**config.mk**
```make
export PLATFORM = sky130hd
export DESIGN_NAME = tlv_config_id_list_extractor_unit_flat
export DESIGN_NICKNAME = d
export VERILOG_FILES = /design/src/rtl/tce_pkg.sv /design/src/rtl/tce_if.sv /design/src/rtl/tlv_config_id_list_extractor_unit.sv /design/src/flat_wrapper.sv
export SDC_FILE = /design/constraint.sdc
export NUM_CORES = 1
export LEC_CHECK = 0
export BUFFER_PORTS_ARGS = -buffer_cell sky130_fd_sc_hd__buf_2
export CELL_PAD_IN_SITES_DETAIL_PLACEMENT = 1
export CELL_PAD_IN_SITES_GLOBAL_PLACEMENT = 1
export CORE_AREA = 2 2 156 158
export DETAILED_ROUTE_END_ITERATION = 12
export DIE_AREA = 0 0 158 160
export GPL_TIMING_DRIVEN = 0
export MAX_ROUTING_LAYER = met4
export PLACE_DENSITY_LB_ADDON = 0.1
export SYNTH_ARGS = -nofsm -noshare
export SYNTH_HDL_FRONTEND = slang
export SYNTH_SLANG_ARGS = --single-unit
```
**constraint.sdc**
```tcl
create_clock -name clock -period 8.92 [get_ports clock]
set_input_delay 0.892 -clock clock [delete_from_list [all_inputs] [get_ports clock]]
set_output_delay 0.892 -clock clock [all_outputs]
set_load 0.02 [all_outputs]
```
**src/rtl/tce_pkg.sv**
```systemverilog
// Shared types, codes and constants for the record-list ID extractor.
`default_nettype none

package tce_pkg;

   // Payload and result field widths
   localparam int unsigned BYTE_W   = 8;
   localparam int unsigned KEY_W    = 16;
   localparam int unsigned LEN_W    = 16;
   localparam int unsigned POS_W    = 17;
   localparam int unsigned INDEX_W  = 4;
   localparam int unsigned VALUE_W  = 32;
   localparam int unsigned STATUS_W = 2;
   localparam int unsigned LIMIT_W  = 5;

   // Configuration port
   localparam int unsigned CSR_INDEX_W = 1;
   localparam int unsigned CSR_DATA_W  = 16;

   typedef enum logic [CSR_INDEX_W-1:0] {
      CSR_MAX_ENTRIES = 1'd0,
      CSR_TARGET_KEY  = 1'd1
   } csr_index_type;

   // Reset values and defaults
   localparam int unsigned      DEF_MAX_ENTRIES = 16;
   localparam logic [LIMIT_W-1:0] RST_MAX_ENTRIES = 5'd16;
   localparam logic [KEY_W-1:0]   RST_TARGET_KEY  = 16'd41;

   // Record decode constants
   localparam logic [LEN_W-1:0]   PAD_MASK     = 16'hFFFE;
   localparam logic [VALUE_W-1:0] ID_ALL_ONES  = 32'hFFFF_FFFF;
   localparam int unsigned        INFO_MORE_BIT = 7;
   localparam logic [6:0]         INFO_LEN_MASK = 7'h7F;

   // Result codes
   typedef enum logic {
      KIND_ENTRY  = 1'b0,
      KIND_STATUS = 1'b1
   } kind_type;

   typedef enum logic [STATUS_W-1:0] {
      ST_OK       = 2'd0,
      ST_ZERO_LEN = 2'd1,
      ST_END      = 2'd2
   } status_type;

   // Parser phase, one-hot
   typedef enum logic [2:0] {
      PH_SEARCHING = 3'b001,
      PH_LISTING   = 3'b010,
      PH_DONE      = 3'b100
   } phase_type;

endpackage

`default_nettype wire

```
**src/rtl/tce_if.sv**
```systemverilog
// Channel interfaces: payload bytes in, list results out, register writes.
`default_nettype none

interface tce_req_if
   import tce_pkg::*;
   ();
   logic              valid;
   logic              ready;
   logic [BYTE_W-1:0] payload_byte;
   logic              is_last;

   modport source (output valid, payload_byte, is_last, input ready);
   modport sink   (input valid, payload_byte, is_last, output ready);
endinterface

interface tce_rsp_if
   import tce_pkg::*;
   ();
   logic                valid;
   logic                ready;
   logic                kind;
   logic [INDEX_W-1:0]  entry_index;
   logic [VALUE_W-1:0]  entry_value;
   logic                finished;
   logic [STATUS_W-1:0] status;

   modport source (output valid, kind, entry_index, entry_value, finished, status,
                   input ready);
   modport sink   (input valid, kind, entry_index, entry_value, finished, status,
                   output ready);
endinterface

interface tce_csr_if
   import tce_pkg::*;
   ();
   logic                   valid;
   logic                   ready;
   logic [CSR_INDEX_W-1:0] index;
   logic [CSR_DATA_W-1:0]  data;

   modport source (output valid, index, data, input ready);
   modport sink   (input valid, index, data, output ready);
endinterface

`default_nettype wire

```
**src/rtl/tlv_config_id_list_extractor_unit.sv**
```systemverilog
// A byte's result (if any) is registered when the byte is accepted and shows in the next cycle.
// One payload byte per cycle unless stalled; record parsing is a combinational state update.
// The only stall comes from the result register when a word waits on rsp_chan.ready.
// Reset (synchronous, active high): phase searching, counters cleared, no result
// pending, max_entries 16 and target_key 41.
`default_nettype none

module tlv_config_id_list_extractor_unit
   import tce_pkg::*;
#(
   parameter int unsigned MAX_ENTRIES = DEF_MAX_ENTRIES
) (
   input  wire         clock,
   input  wire         reset,
   tce_req_if.sink     req_chan,
   tce_rsp_if.source   rsp_chan,
   tce_csr_if.sink     csr_chan
);

   localparam int unsigned CNT_W = $clog2(MAX_ENTRIES + 1);
   localparam int unsigned LIM_W = (CNT_W > LIMIT_W) ? CNT_W : LIMIT_W;

   // Configuration registers
   logic [LIMIT_W-1:0] max_entries_ff;
   logic [KEY_W-1:0]   target_key_ff;

   // Parser state
   phase_type          phase_ff, phase_in;
   logic [POS_W-1:0]   pos_ff, pos_in;
   logic [KEY_W-1:0]   key_ff, key_in;
   logic [LEN_W-1:0]   len_ff, len_in;
   logic [BYTE_W-1:0]  vb_ff [1:4];
   logic [CNT_W-1:0]   cnt_ff, cnt_in;

   // Result register
   logic                rsp_valid_ff, rsp_valid_in;
   kind_type            kind_ff, kind_in;
   logic [INDEX_W-1:0]  idx_ff, idx_in;
   logic [VALUE_W-1:0]  val_ff, val_in;
   logic                fin_ff, fin_in;
   status_type          st_ff, st_in;
   logic                emit;

   logic              req_fire;
   logic [BYTE_W-1:0] b;
   logic              last;
   logic              active;
   logic [LEN_W-1:0]  pad_len;
   logic [POS_W-1:0]  end_pos;
   logic              at_end;
   logic [BYTE_W-1:0] info;
   logic              info_more;
   logic              id_found;
   logic [VALUE_W-1:0] id_val;
   logic [CNT_W-1:0]  cnt_inc;
   logic [LIM_W-1:0]  limit_now;
   logic              term;

   assign req_chan.ready = !rsp_valid_ff || rsp_chan.ready;
   assign req_fire       = req_chan.valid && req_chan.ready;
   assign csr_chan.ready = 1'b1;
   assign b              = req_chan.payload_byte;
   assign last           = req_chan.is_last;

   // Configuration writes
   always_ff @(posedge clock) begin
      if (reset) begin
         max_entries_ff <= RST_MAX_ENTRIES;
         target_key_ff  <= RST_TARGET_KEY;
      end else if (csr_chan.valid) begin
         unique case (csr_index_type'(csr_chan.index))
            CSR_MAX_ENTRIES: max_entries_ff <= csr_chan.data[LIMIT_W-1:0];
            CSR_TARGET_KEY:  target_key_ff  <= csr_chan.data[KEY_W-1:0];
            default: ;
         endcase
      end
   end

   // Header fields, merged with the current byte
   always_comb begin
      key_in = key_ff;
      len_in = len_ff;
      if (pos_ff == POS_W'(0)) begin
         key_in = {{(KEY_W-BYTE_W){1'b0}}, b};
      end else if (pos_ff == POS_W'(1)) begin
         key_in = {b, key_ff[BYTE_W-1:0]};
      end else if (pos_ff == POS_W'(2)) begin
         len_in = {{(LEN_W-BYTE_W){1'b0}}, b};
      end else if (pos_ff == POS_W'(3)) begin
         len_in = {b, len_ff[BYTE_W-1:0]};
      end
   end

   // Record end: the padded length wraps at 16 bits
   assign pad_len = (len_in + LEN_W'(1)) & PAD_MASK;
   assign end_pos = POS_W'(3) + {1'b0, pad_len};
   assign at_end  = (pos_ff == end_pos);
   assign active  = (phase_ff == PH_SEARCHING) || (phase_ff == PH_LISTING);

   // ID decode; the final value byte of a record is always the current byte
   assign info      = (len_in == LEN_W'(2)) ? b : vb_ff[1];
   assign info_more = info[INFO_MORE_BIT];
   always_comb begin
      id_found = 1'b0;
      id_val   = '0;
      if (len_in == LEN_W'(2)) begin
         id_found = 1'b1;
         id_val   = {{(VALUE_W-BYTE_W){1'b0}}, b};
      end else if (len_in == LEN_W'(4) && info_more
                   && (info[6:0] & INFO_LEN_MASK) == 7'd2) begin
         id_found = 1'b1;
         id_val   = {{(VALUE_W-2*BYTE_W){1'b0}}, vb_ff[2], b};
      end else if (len_in == LEN_W'(6) && info_more
                   && (info[6:0] & INFO_LEN_MASK) == 7'd4) begin
         id_found = 1'b1;
         id_val   = {vb_ff[2], vb_ff[3], vb_ff[4], b};
      end
   end

   // Entry limit
   assign cnt_inc = cnt_ff + CNT_W'(1);
   always_comb begin
      if (max_entries_ff == '0 || LIM_W'(max_entries_ff) > LIM_W'(MAX_ENTRIES)) begin
         limit_now = LIM_W'(MAX_ENTRIES);
      end else begin
         limit_now = LIM_W'(max_entries_ff);
      end
   end

   // Parser step for one byte
   always_comb begin
      phase_in = phase_ff;
      pos_in   = pos_ff;
      cnt_in   = cnt_ff;
      emit     = 1'b0;
      kind_in  = KIND_STATUS;
      idx_in   = '0;
      val_in   = '0;
      fin_in   = 1'b0;
      st_in    = ST_OK;
      term     = 1'b0;
      if (!active) begin
         if (last) begin
            phase_in = PH_SEARCHING;
            pos_in   = '0;
            cnt_in   = '0;
         end
      end else begin
         if (phase_ff == PH_LISTING && pos_ff == POS_W'(1) && key_in != target_key_ff) begin
            // a different key follows the list
            emit   = 1'b1;
            fin_in = 1'b1;
         end else if (at_end) begin
            if (key_in == target_key_ff) begin
               phase_in = PH_LISTING;
               if (len_in == '0) begin
                  emit   = 1'b1;
                  fin_in = 1'b1;
                  st_in  = ST_ZERO_LEN;
               end else begin
                  if (id_found) begin
                     emit    = 1'b1;
                     kind_in = KIND_ENTRY;
                     val_in  = id_val;
                     if (id_val == ID_ALL_ONES) begin
                        term = 1'b1;
                     end else begin
                        idx_in = INDEX_W'(cnt_ff);
                        cnt_in = cnt_inc;
                        term   = (id_val == '0) || (LIM_W'(cnt_inc) >= limit_now);
                     end
                  end
                  if (term) begin
                     fin_in = 1'b1;
                  end else if (last) begin
                     emit   = 1'b1;
                     fin_in = 1'b1;
                     st_in  = ST_END;
                  end
               end
            end else begin
               if (len_in == '0) begin
                  emit   = 1'b1;
                  fin_in = 1'b1;
                  st_in  = ST_ZERO_LEN;
               end else if (last) begin
                  emit   = 1'b1;
                  fin_in = 1'b1;
                  st_in  = ST_END;
               end
            end
            pos_in = '0;
         end else if (last) begin
            emit   = 1'b1;
            fin_in = 1'b1;
            st_in  = ST_END;
         end else begin
            pos_in = pos_ff + POS_W'(1);
         end
         // end of parsing: restart on the final byte, else wait for it
         if (fin_in) begin
            if (last) begin
               phase_in = PH_SEARCHING;
               pos_in   = '0;
               cnt_in   = '0;
            end else begin
               phase_in = PH_DONE;
            end
         end
      end
   end

   // Control state
   always_ff @(posedge clock) begin
      if (reset) begin
         phase_ff <= PH_SEARCHING;
         pos_ff   <= '0;
         cnt_ff   <= '0;
      end else if (req_fire) begin
         phase_ff <= phase_in;
         pos_ff   <= pos_in;
         cnt_ff   <= cnt_in;
      end
   end

   // Header and value bytes, always written before they are read
   always_ff @(posedge clock) begin
      if (req_fire && active) begin
         key_ff <= key_in;
         len_ff <= len_in;
         if (pos_ff == POS_W'(5)) vb_ff[1] <= b;
         if (pos_ff == POS_W'(6)) vb_ff[2] <= b;
         if (pos_ff == POS_W'(7)) vb_ff[3] <= b;
         if (pos_ff == POS_W'(8)) vb_ff[4] <= b;
      end
   end

   // Result register
   assign rsp_valid_in = req_fire ? emit : (rsp_valid_ff && !rsp_chan.ready);

   always_ff @(posedge clock) begin
      if (reset) begin
         rsp_valid_ff <= 1'b0;
      end else begin
         rsp_valid_ff <= rsp_valid_in;
      end
   end

   always_ff @(posedge clock) begin
      if (req_fire && emit) begin
         kind_ff <= kind_in;
         idx_ff  <= idx_in;
         val_ff  <= val_in;
         fin_ff  <= fin_in;
         st_ff   <= st_in;
      end
   end

   assign rsp_chan.valid       = rsp_valid_ff;
   assign rsp_chan.kind        = kind_ff;
   assign rsp_chan.entry_index = idx_ff;
   assign rsp_chan.entry_value = val_ff;
   assign rsp_chan.finished    = fin_ff;
   assign rsp_chan.status      = st_ff;

endmodule

`default_nettype wire

```
**src/flat_wrapper.sv**
```systemverilog
// flat-port wrapper written by rule: the top's interface ports become plain ports
module tlv_config_id_list_extractor_unit_flat import tce_pkg::*;
#(
   parameter int unsigned MAX_ENTRIES = DEF_MAX_ENTRIES
)
  (clock, reset, req_chan_valid, req_chan_payload_byte, req_chan_is_last, req_chan_ready, rsp_chan_valid, rsp_chan_kind, rsp_chan_entry_index, rsp_chan_entry_value, rsp_chan_finished, rsp_chan_status, rsp_chan_ready, csr_chan_valid, csr_chan_index, csr_chan_data, csr_chan_ready);
  tce_req_if req_chan_i ();
  tce_rsp_if rsp_chan_i ();
  tce_csr_if csr_chan_i ();
  input  wire clock;
  input  wire reset;
  input wire logic [$bits(req_chan_i.valid)-1:0] req_chan_valid;
  input wire logic [$bits(req_chan_i.payload_byte)-1:0] req_chan_payload_byte;
  input wire logic [$bits(req_chan_i.is_last)-1:0] req_chan_is_last;
  output wire logic [$bits(req_chan_i.ready)-1:0] req_chan_ready;
  output wire logic [$bits(rsp_chan_i.valid)-1:0] rsp_chan_valid;
  output wire logic [$bits(rsp_chan_i.kind)-1:0] rsp_chan_kind;
  output wire logic [$bits(rsp_chan_i.entry_index)-1:0] rsp_chan_entry_index;
  output wire logic [$bits(rsp_chan_i.entry_value)-1:0] rsp_chan_entry_value;
  output wire logic [$bits(rsp_chan_i.finished)-1:0] rsp_chan_finished;
  output wire logic [$bits(rsp_chan_i.status)-1:0] rsp_chan_status;
  input wire logic [$bits(rsp_chan_i.ready)-1:0] rsp_chan_ready;
  input wire logic [$bits(csr_chan_i.valid)-1:0] csr_chan_valid;
  input wire logic [$bits(csr_chan_i.index)-1:0] csr_chan_index;
  input wire logic [$bits(csr_chan_i.data)-1:0] csr_chan_data;
  output wire logic [$bits(csr_chan_i.ready)-1:0] csr_chan_ready;
  assign req_chan_i.valid = req_chan_valid;
  assign req_chan_i.payload_byte = req_chan_payload_byte;
  assign req_chan_i.is_last = req_chan_is_last;
  assign req_chan_ready = req_chan_i.ready;
  assign rsp_chan_valid = rsp_chan_i.valid;
  assign rsp_chan_kind = rsp_chan_i.kind;
  assign rsp_chan_entry_index = rsp_chan_i.entry_index;
  assign rsp_chan_entry_value = rsp_chan_i.entry_value;
  assign rsp_chan_finished = rsp_chan_i.finished;
  assign rsp_chan_status = rsp_chan_i.status;
  assign rsp_chan_i.ready = rsp_chan_ready;
  assign csr_chan_i.valid = csr_chan_valid;
  assign csr_chan_i.index = csr_chan_index;
  assign csr_chan_i.data = csr_chan_data;
  assign csr_chan_ready = csr_chan_i.ready;
  tlv_config_id_list_extractor_unit #(.MAX_ENTRIES(MAX_ENTRIES)) u_core (.clock(clock), .reset(reset), .req_chan(req_chan_i), .rsp_chan(rsp_chan_i), .csr_chan(csr_chan_i));
endmodule
```
Word-level counts from Yosys, hierarchy flattened. Memories as Yosys holds them, arrays and structs flattened. Index checks and enable logic that the tools add are counted.

Bits in registers: 119. Bits in latches: 0. Bits in writable memories: 32. Bits in read-only memories: 0. Logic and storage cells: 168. Memories kept: 1.

$mul: 0. Magnitude comparators: 2. Multiplexer cells: 90. Div/mod/pow operators: 0. Bitwise logic cells: 5. Reduce and logical (&&, ||, !) cells: 32. Add/subtract/negate cells: 4. Eq/ne operators: 21. Shift-type cells: 0.

Memories: u_core.vb_ff (depth 4, width 8, rd ports 4, clocked after Yosys merged registers in 0, wr ports 1, line tlv_config_id_list_extractor_unit.sv:32) `logic [BYTE_W-1:0] vb_ff [1:4];`.

Operator list (number): 17-bit 2-to-1 mux (7); 16-bit 2-to-1 mux (6); 32-bit 2-to-1 mux (3); 5-bit 2-to-1 mux (11); 17-bit by 3-bit equality test with 1-bit output, second input constant (3); 1-bit 2-to-1 mux (43); 17-bit by 2-bit equality test with 1-bit output, second input constant (2); 16-bit by 3-bit equality test with 1-bit output, second input constant (2); 32-bit equality test, second input constant (1); 32-bit logical NOT (1); 8-bit 2-to-1 mux (4); 3-bit 2-to-1 mux (10); 8-bit OR reduction (3); 17-bit by 1-bit adder with 17-bit output, second input constant (1); 2-bit by 16-bit adder with 17-bit output, first input constant (1); 17-bit by 1-bit equality test with 1-bit output, second input constant (1); 17-bit equality test (1); 17-bit by 4-bit equality test with 1-bit output, second input constant (1); 17-bit logical NOT (1); 16-bit by 1-bit adder with 16-bit output, second input constant (1); 16-bit equality test (1); 16-bit by 2-bit equality test with 1-bit output, second input constant (1); 16-bit logical NOT (1); 16-bit != test (1); other kinds (21) (47).

Logic depth before layout (Yosys ltp).
Depth after elaboration: 29. Mapped depth: 25.

Least setup slack after synthesis. No wires, ideal clock.

Kind: flip-flop to flip-flop. From: register u_core.pos_ff[1]. To: register u_core.idx_ff[0], in the netlist u_core.rsp_chan.entry_index[0] (enable). Arrival: 6.784 ns. Slack: 1.686 ns. Clock period less this slack: 7.234 ns. Cell stages (with the launch flop): 24. Cells stage by stage: dfxtp_1 -> inv_1 -> ha_1 -> o21bai_1 -> and2_1 -> buf_6 -> nand3_2 -> mux2_2 -> ha_1 -> inv_1 -> and3_1 -> nor2_1 -> ha_1 -> xnor2_1 -> a211oi_1 -> o31a_1 -> o21ai_0 -> and2_1 -> or4b_1 -> a2111o_1 -> a21oi_1 -> nand2_1 -> a21o_1 -> a21oi_1.

Elaborated cells on any way between the ends: 54. Those cells by class: add/sub (2); eq/ne (12); mux (29); reduce/logical (11).

RTL lines: start, declared (line tlv_config_id_list_extractor_unit.sv:29) `logic [POS_W-1:0] pos_ff, pos_in;`; start signal, assigned (line tlv_config_id_list_extractor_unit.sv:221) `pos_ff <= pos_in;`; 17-bit by 2-bit equality test with 1-bit output (line tlv_config_id_list_extractor_unit.sv:87) `end else if (pos_ff == POS_W'(2)) begin`; 16-bit 2-to-1 mux (line tlv_config_id_list_extractor_unit.sv:87); 16-bit 2-to-1 mux (line tlv_config_id_list_extractor_unit.sv:85) `end else if (pos_ff == POS_W'(1)) begin`; 16-bit 2-to-1 mux (*) (line tlv_config_id_list_extractor_unit.sv:83) `if (pos_ff == POS_W'(0)) begin`; via u_core.len_in[1] (line tlv_config_id_list_extractor_unit.sv:31) `logic [LEN_W-1:0] len_ff, len_in;`; 16-bit by 2-bit equality test with 1-bit output (line tlv_config_id_list_extractor_unit.sv:101, tlv_config_id_list_extractor_unit.sv:106); 8-bit 2-to-1 mux (line tlv_config_id_list_extractor_unit.sv:101) `assign info = (len_in == LEN_W'(2)) ? b : vb_ff[1];`; 7-bit by 3-bit equality test with 1-bit output or 1-bit logical AND (tied branches) (line tlv_config_id_list_extractor_unit.sv:114, tlv_config_id_list_extractor_unit.sv:113); [... 12 more ...]; 1-bit 2-to-1 mux (line tlv_config_id_list_extractor_unit.sv:142) `if (!active) begin`; 1-bit 2-to-1 mux (line tlv_config_id_list_extractor_unit.sv:173) `if (term) begin`; 1-bit 2-to-1 mux (line tlv_config_id_list_extractor_unit.sv:156) `if (len_in == '0) begin`; 1-bit 2-to-1 mux (line tlv_config_id_list_extractor_unit.sv:154) `if (key_in == target_key_ff) begin`; 1-bit 2-to-1 mux (*) (line tlv_config_id_list_extractor_unit.sv:153) `end else if (at_end) begin`; 1-bit 2-to-1 mux (*) (line tlv_config_id_list_extractor_unit.sv:149) `if (phase_ff == PH_LISTING && pos_ff == POS_W'(1) && key_in != target_key_ff) begin`; 1-bit 2-to-1 mux (*) (line tlv_config_id_list_extractor_unit.sv:142); 1-bit logical AND (*) (line tlv_config_id_list_extractor_unit.sv:250) `if (req_fire && emit) begin`; end signal, assigned (line tlv_config_id_list_extractor_unit.sv:252) `idx_ff <= idx_in;`; end, declared (line tlv_config_id_list_extractor_unit.sv:38) `logic [INDEX_W-1:0] idx_ff, idx_in;`.

Mark *: on every way through the listed nets, which the timed path passes. The rest lies on a longest branch. The select of a mux whose other input is x is not followed. A chain may end at the register's enable or synchronous reset.

Worst setup path after layout.
From: register u_core.pos_ff[1]. To: register u_core.val_ff[10], in the netlist u_core.rsp_chan.entry_value[10] (enable).

Elaborated cells on any way between the ends: 54. Those cells by class: add/sub (2); eq/ne (12); mux (29); reduce/logical (11).

RTL lines: 17-bit by 2-bit equality test with 1-bit output (line tlv_config_id_list_extractor_unit.sv:87); 16-bit 2-to-1 mux (line tlv_config_id_list_extractor_unit.sv:87); 16-bit 2-to-1 mux (line tlv_config_id_list_extractor_unit.sv:85); 16-bit 2-to-1 mux (*) (line tlv_config_id_list_extractor_unit.sv:83); via u_core.len_in[1] (line tlv_config_id_list_extractor_unit.sv:31); 16-bit by 2-bit equality test with 1-bit output (line tlv_config_id_list_extractor_unit.sv:101, tlv_config_id_list_extractor_unit.sv:106); 8-bit 2-to-1 mux (line tlv_config_id_list_extractor_unit.sv:101); 7-bit by 3-bit equality test with 1-bit output or 1-bit logical AND (tied branches) (line tlv_config_id_list_extractor_unit.sv:114, tlv_config_id_list_extractor_unit.sv:113); [... 12 more ...]; 1-bit 2-to-1 mux (line tlv_config_id_list_extractor_unit.sv:142); 1-bit 2-to-1 mux (line tlv_config_id_list_extractor_unit.sv:173); 1-bit 2-to-1 mux (line tlv_config_id_list_extractor_unit.sv:156); 1-bit 2-to-1 mux (line tlv_config_id_list_extractor_unit.sv:154); 1-bit 2-to-1 mux (*) (line tlv_config_id_list_extractor_unit.sv:153); 1-bit 2-to-1 mux (*) (line tlv_config_id_list_extractor_unit.sv:149); 1-bit 2-to-1 mux (*) (line tlv_config_id_list_extractor_unit.sv:142); 1-bit logical AND (*) (line tlv_config_id_list_extractor_unit.sv:250); end signal, assigned (line tlv_config_id_list_extractor_unit.sv:253) `val_ff <= val_in;`; end, declared (line tlv_config_id_list_extractor_unit.sv:39) `logic [VALUE_W-1:0] val_ff, val_in;`.

Marked as above.

==> impl_metrics.py <==
metrics = {
    "outcome": {
        "outcome": "complete, no violations",
    },
    "layout": {
        "fin_util_pct": 44.8,
        "nets": 1110,
        "final_layout_size_suffix_gt1_share_pct": 16.2,
        "flow.area_growth_from_synthesis_pct": 15.3,
        "n_fill_cell": 2785,
        "antenna-diode-count": 0,
        "multi_input_area_um2": 4840,
        "regArea_um2": 4060,
    },
    "yosys": {
        "postSynth.topFlopCell": "sky130_fd_sc_hd__edfxtp_1",
        "part_of_the_yosys_area_used_for_sequential_elements_pct": 43.9,
        "cell_variety_after_synth": 92,
        "avgSynthCellArea_um2": 9.53,
        "synthTopCellsByCount": "sky130_fd_sc_hd__edfxtp_1, sky130_fd_sc_hd__nand2_1, sky130_fd_sc_hd__a21oi_1, sky130_fd_sc_hd__nand3_1, sky130_fd_sc_hd__nor2_1",
        "synth_edf_count": 104,
        "ys_warn_count": 0,
        "ys_async_sr_fraction_pct": 0,
        "postSynthNetCount": 1018,
        "synth_area_leader_cell": "sky130_fd_sc_hd__edfxtp_1",
        "synth.top_cell.area_share_pct": 33.7,
        "post_synth_inst_count": 972,
        "synthMostInstantiatedCell": "sky130_fd_sc_hd__edfxtp_1",
        "synth.ff_latch_count": 151,
        "post_synth_instance_area_um2": 9260,
        "synth_area_leaders": "sky130_fd_sc_hd__edfxtp_1, sky130_fd_sc_hd__dfxtp_1, sky130_fd_sc_hd__nand2_1",
    },
    "sta": {
        "final_hold_viol_count": 0,
        "timing_worst_slew_pin_value_ps": 1210,
        "period_needed_ps": 7440,
        "worst_setup_slack_after_layout_ps": 1480,
        "achievable-frequency_mhz": 134,
        "rsz_0062_raised_after_global_routing": "false",
        "clock_skew_ps": 19.9,
        "timing.final.max_slew_violations": 0,
        "slew_headroom_pct": 18.3,
        "finalCritPeriodShare_pct": 83.4,
        "setup_viol_count_final": 0,
    },
    "clock_tree": {
        "cts_tree": "done",
        "cts_clk_pin_slew_worst_paths_ps": 70,
        "maximum_buffer_depth_of_the_clock_tree": 2,
        "clkSinkCount": 151,
        "clk_latency_ps": 430,
        "cts.repair.resized": 0,
        "htree_levels": 4,
        "tritoncts.num_buffers": 17,
        "cts_setup_buffers": 0,
        "cts_hold_fix_bufs": 0,
        "root_buffer": "sky130_fd_sc_hd__clkbuf_16",
    },
    "power_and_ir_drop": {
        "vdd.ir_drop.worst_v": 0.000138,
        "pwrdens_nw_per_um2": 167,
        "report.power.total_mw": 1.78,
        "leakage_nw": 3.76,
    },
    "floorplanning": {
        "start_util_pct": 38.9,
        "width_of_the_chip_um": 158,
        "dieArea_um2": 25300,
        "design.core.area_um2": 23800,
        "rows": 57,
        "ioPinCount": 74,
        "die_h_um": 160,
    },
    "critical_path": {
        "startpoint_type": "flop",
        "origin_of_the_critical_flop_to_flop_path": "u_core.pos_ff[1]$_SDFFE_PP0P_",
        "arrival_ps": 7560,
        "worst_reg_to_reg_cells": 22,
        "worst_setup_path_end_kind": "flop",
        "required_time_of_the_worst_setup_path_ps": 9040,
        "worst_setup_path_endpoint": "u_core.rsp_chan.entry_value[10]$_SDFFCE_PP0P_",
        "crit_type": "flop to flop",
        "reg2reg_to": "u_core.rsp_chan.entry_value[10]$_SDFFCE_PP0P_",
        "r2r_setup_slk_ps": 1480,
        "critPathMaxFanout": 30,
        "crit_start": "u_core.pos_ff[1]$_SDFFE_PP0P_",
    },
    "route": {
        "drt-vias-per-instance": 5.77,
        "wire_per_inst_um": 20.9,
        "route.vias.total": 8080,
        "firstDrtPassIters": 5,
        "routed_wl_mm": 29.3,
        "post-route-drc-count": 0,
        "final_antenna_net_count": 0,
        "drt_iter0_drc": 582,
    },
    "hold_path": {
        "hold_class": "flop to flop",
    },
    "global_route": {
        "antenna_violations_before_repair": 0,
        "first_global_vias": 8065,
        "grt.overflow.total": 0,
        "global_route_wire_length_before_repair_mm": 46.4,
        "grt_start_max_net_pins": 34,
        "globalRouteTotalUtil_pct": 24.6,
    },
    "run": {
        "cap_viol_max_count": 0,
    },
    "place": {
        "buffer_ports.inserted": 72,
        "final_weighted_congestion_of_routability_driven_global_placement": 0.820,
        "place.detailed.hpwl_mm": 21.9,
        "dpl_worst_slack_ps": 1650,
    },
}
[report_power, final]
group / switching (mW) / internal [mW] / total, mW
combinational: 0.158 / 0.0830 / 0.241
sequential: 0.0163 / 0.781 / 0.798
clock: 0.362 / 0.383 / 0.745
total: 0.536 / 1.25 / 1.78
[critical path, cell delays in order, from the launching register on]
cell                       delay [ps]
sky130_fd_sc_hd__dfxtp_1          530
sky130_fd_sc_hd__inv_1            110
sky130_fd_sc_hd__ha_1             340
sky130_fd_sc_hd__o21bai_1         560
sky130_fd_sc_hd__and2_1           240
sky130_fd_sc_hd__buf_6            150
sky130_fd_sc_hd__nand3_2          290
sky130_fd_sc_hd__mux2_2           380
sky130_fd_sc_hd__ha_1             340
sky130_fd_sc_hd__clkbuf_1         480
sky130_fd_sc_hd__a21o_1           140
sky130_fd_sc_hd__nand3_1           80
sky130_fd_sc_hd__mux2i_1          300
sky130_fd_sc_hd__a21oi_1          150
sky130_fd_sc_hd__nor3_1           510
sky130_fd_sc_hd__a21oi_1          120
sky130_fd_sc_hd__or4b_1           480
sky130_fd_sc_hd__a2111o_1         300
sky130_fd_sc_hd__a21oi_1          400
sky130_fd_sc_hd__nand2_1          230
sky130_fd_sc_hd__a21o_1           260
sky130_fd_sc_hd__a21oi_4          450
sky130_fd_sc_hd__buf_12           250
[registers in the layout, summed over array words and instances (netlist names)]
name,count
u_core.rsp_chan.entry_index,4
u_core.rsp_chan.kind,1
u_core.rsp_chan.status,2
u_core.rsp_chan.entry_value,32
u_core.len_ff,16
u_core.key_ff,16
u_core.rsp_chan.valid,1
u_core.target_key_ff,16
u_core.phase_ff,3
u_core.vb_ff,32
u_core.rsp_chan.finished,1
u_core.max_entries_ff,5
u_core.cnt_ff,5
u_core.pos_ff,17
[kinds of logic (layout without fill, tap and decap cells)]
kind of cell / Yosys count / count (layout) / share of synthesized area, %
AO/OA/AOI/OAI: 206 / 206 / 14.9
XOR/XNOR: 40 / 40 / 4.09
adder cells (fa/ha/maj): 15 / 15 / 2.03
buffers and inverters: 82 / 187 / 3.99
flip-flops: 151 / 151 / 43.9
multiplexers: 31 / 31 / 3.54
other: 1 / 1 / 0.0405
AND/OR/NAND/NOR: 446 / 446 / 27.5
[metrics by stage]
stage	instance area [um2]	std cells	hold slack, ps	setup TNS, ps
after global placement	10000	1368	457	-22550
after CTS	10700	1401	473	0
final	10700	1401	470	0
after detailed placement	10100	1369	462	0
after global routing	10700	1401	490	0
after floorplan	9260	972	441	0
[layer usage]
| layer | global-route usage [%] | vias up | wire (um) |
|---|---|---|---|
| li1 | - | 3839 | - |
| met1 | 33.4 | 4011 | 13800 |
| met2 | 38.6 | 191 | 13800 |
| met3 | 3.50 | 39 | 1120 |
| met4 | 6.51 | 0 | 588 |
| met5 | - | - | 0 |
[layout by cell type, fill, tap and decap left out, drive strengths merged, types with 35 or more instances in the layout]
master    n
a21oi    62
inv      37
clkbuf   48
o21ai    35
and2     39
nand2    93
nor2     49
buf      93
dfxtp    47
nand3    62
edfxtp  104
[worst min path at each step]
stage	startpoint	end	slack [ps]	cells past startpoint
floorplan	u_core.target_key_ff[3]$_SDFFE_PP1P_	u_core.target_key_ff[3]$_SDFFE_PP1P_	440	2
global placement	u_core.target_key_ff[9]$_SDFFE_PP0P_	u_core.target_key_ff[9]$_SDFFE_PP0P_	460	2
detailed placement	u_core.target_key_ff[3]$_SDFFE_PP1P_	u_core.target_key_ff[3]$_SDFFE_PP1P_	460	2
CTS	u_core.target_key_ff[9]$_SDFFE_PP0P_	u_core.target_key_ff[9]$_SDFFE_PP0P_	470	2
global route	u_core.target_key_ff[9]$_SDFFE_PP0P_	u_core.target_key_ff[9]$_SDFFE_PP0P_	490	2
finish	u_core.target_key_ff[9]$_SDFFE_PP0P_	u_core.target_key_ff[9]$_SDFFE_PP0P_	470	2
[final cells by class]
class / instances / area share [%]
plain buffers: 51 / 2.37
clock buffers: 17 / 3.98
clock inverters: 15 / 1.80
inverters: 31 / 1.09
multi-input cells: 739 / 45.4
flip-flops and latches: 151 / 38.0
well taps: 324 / 3.80
repair buffers: 73 / 3.56
No activity file was read; power rests on OpenSTA's default activity.
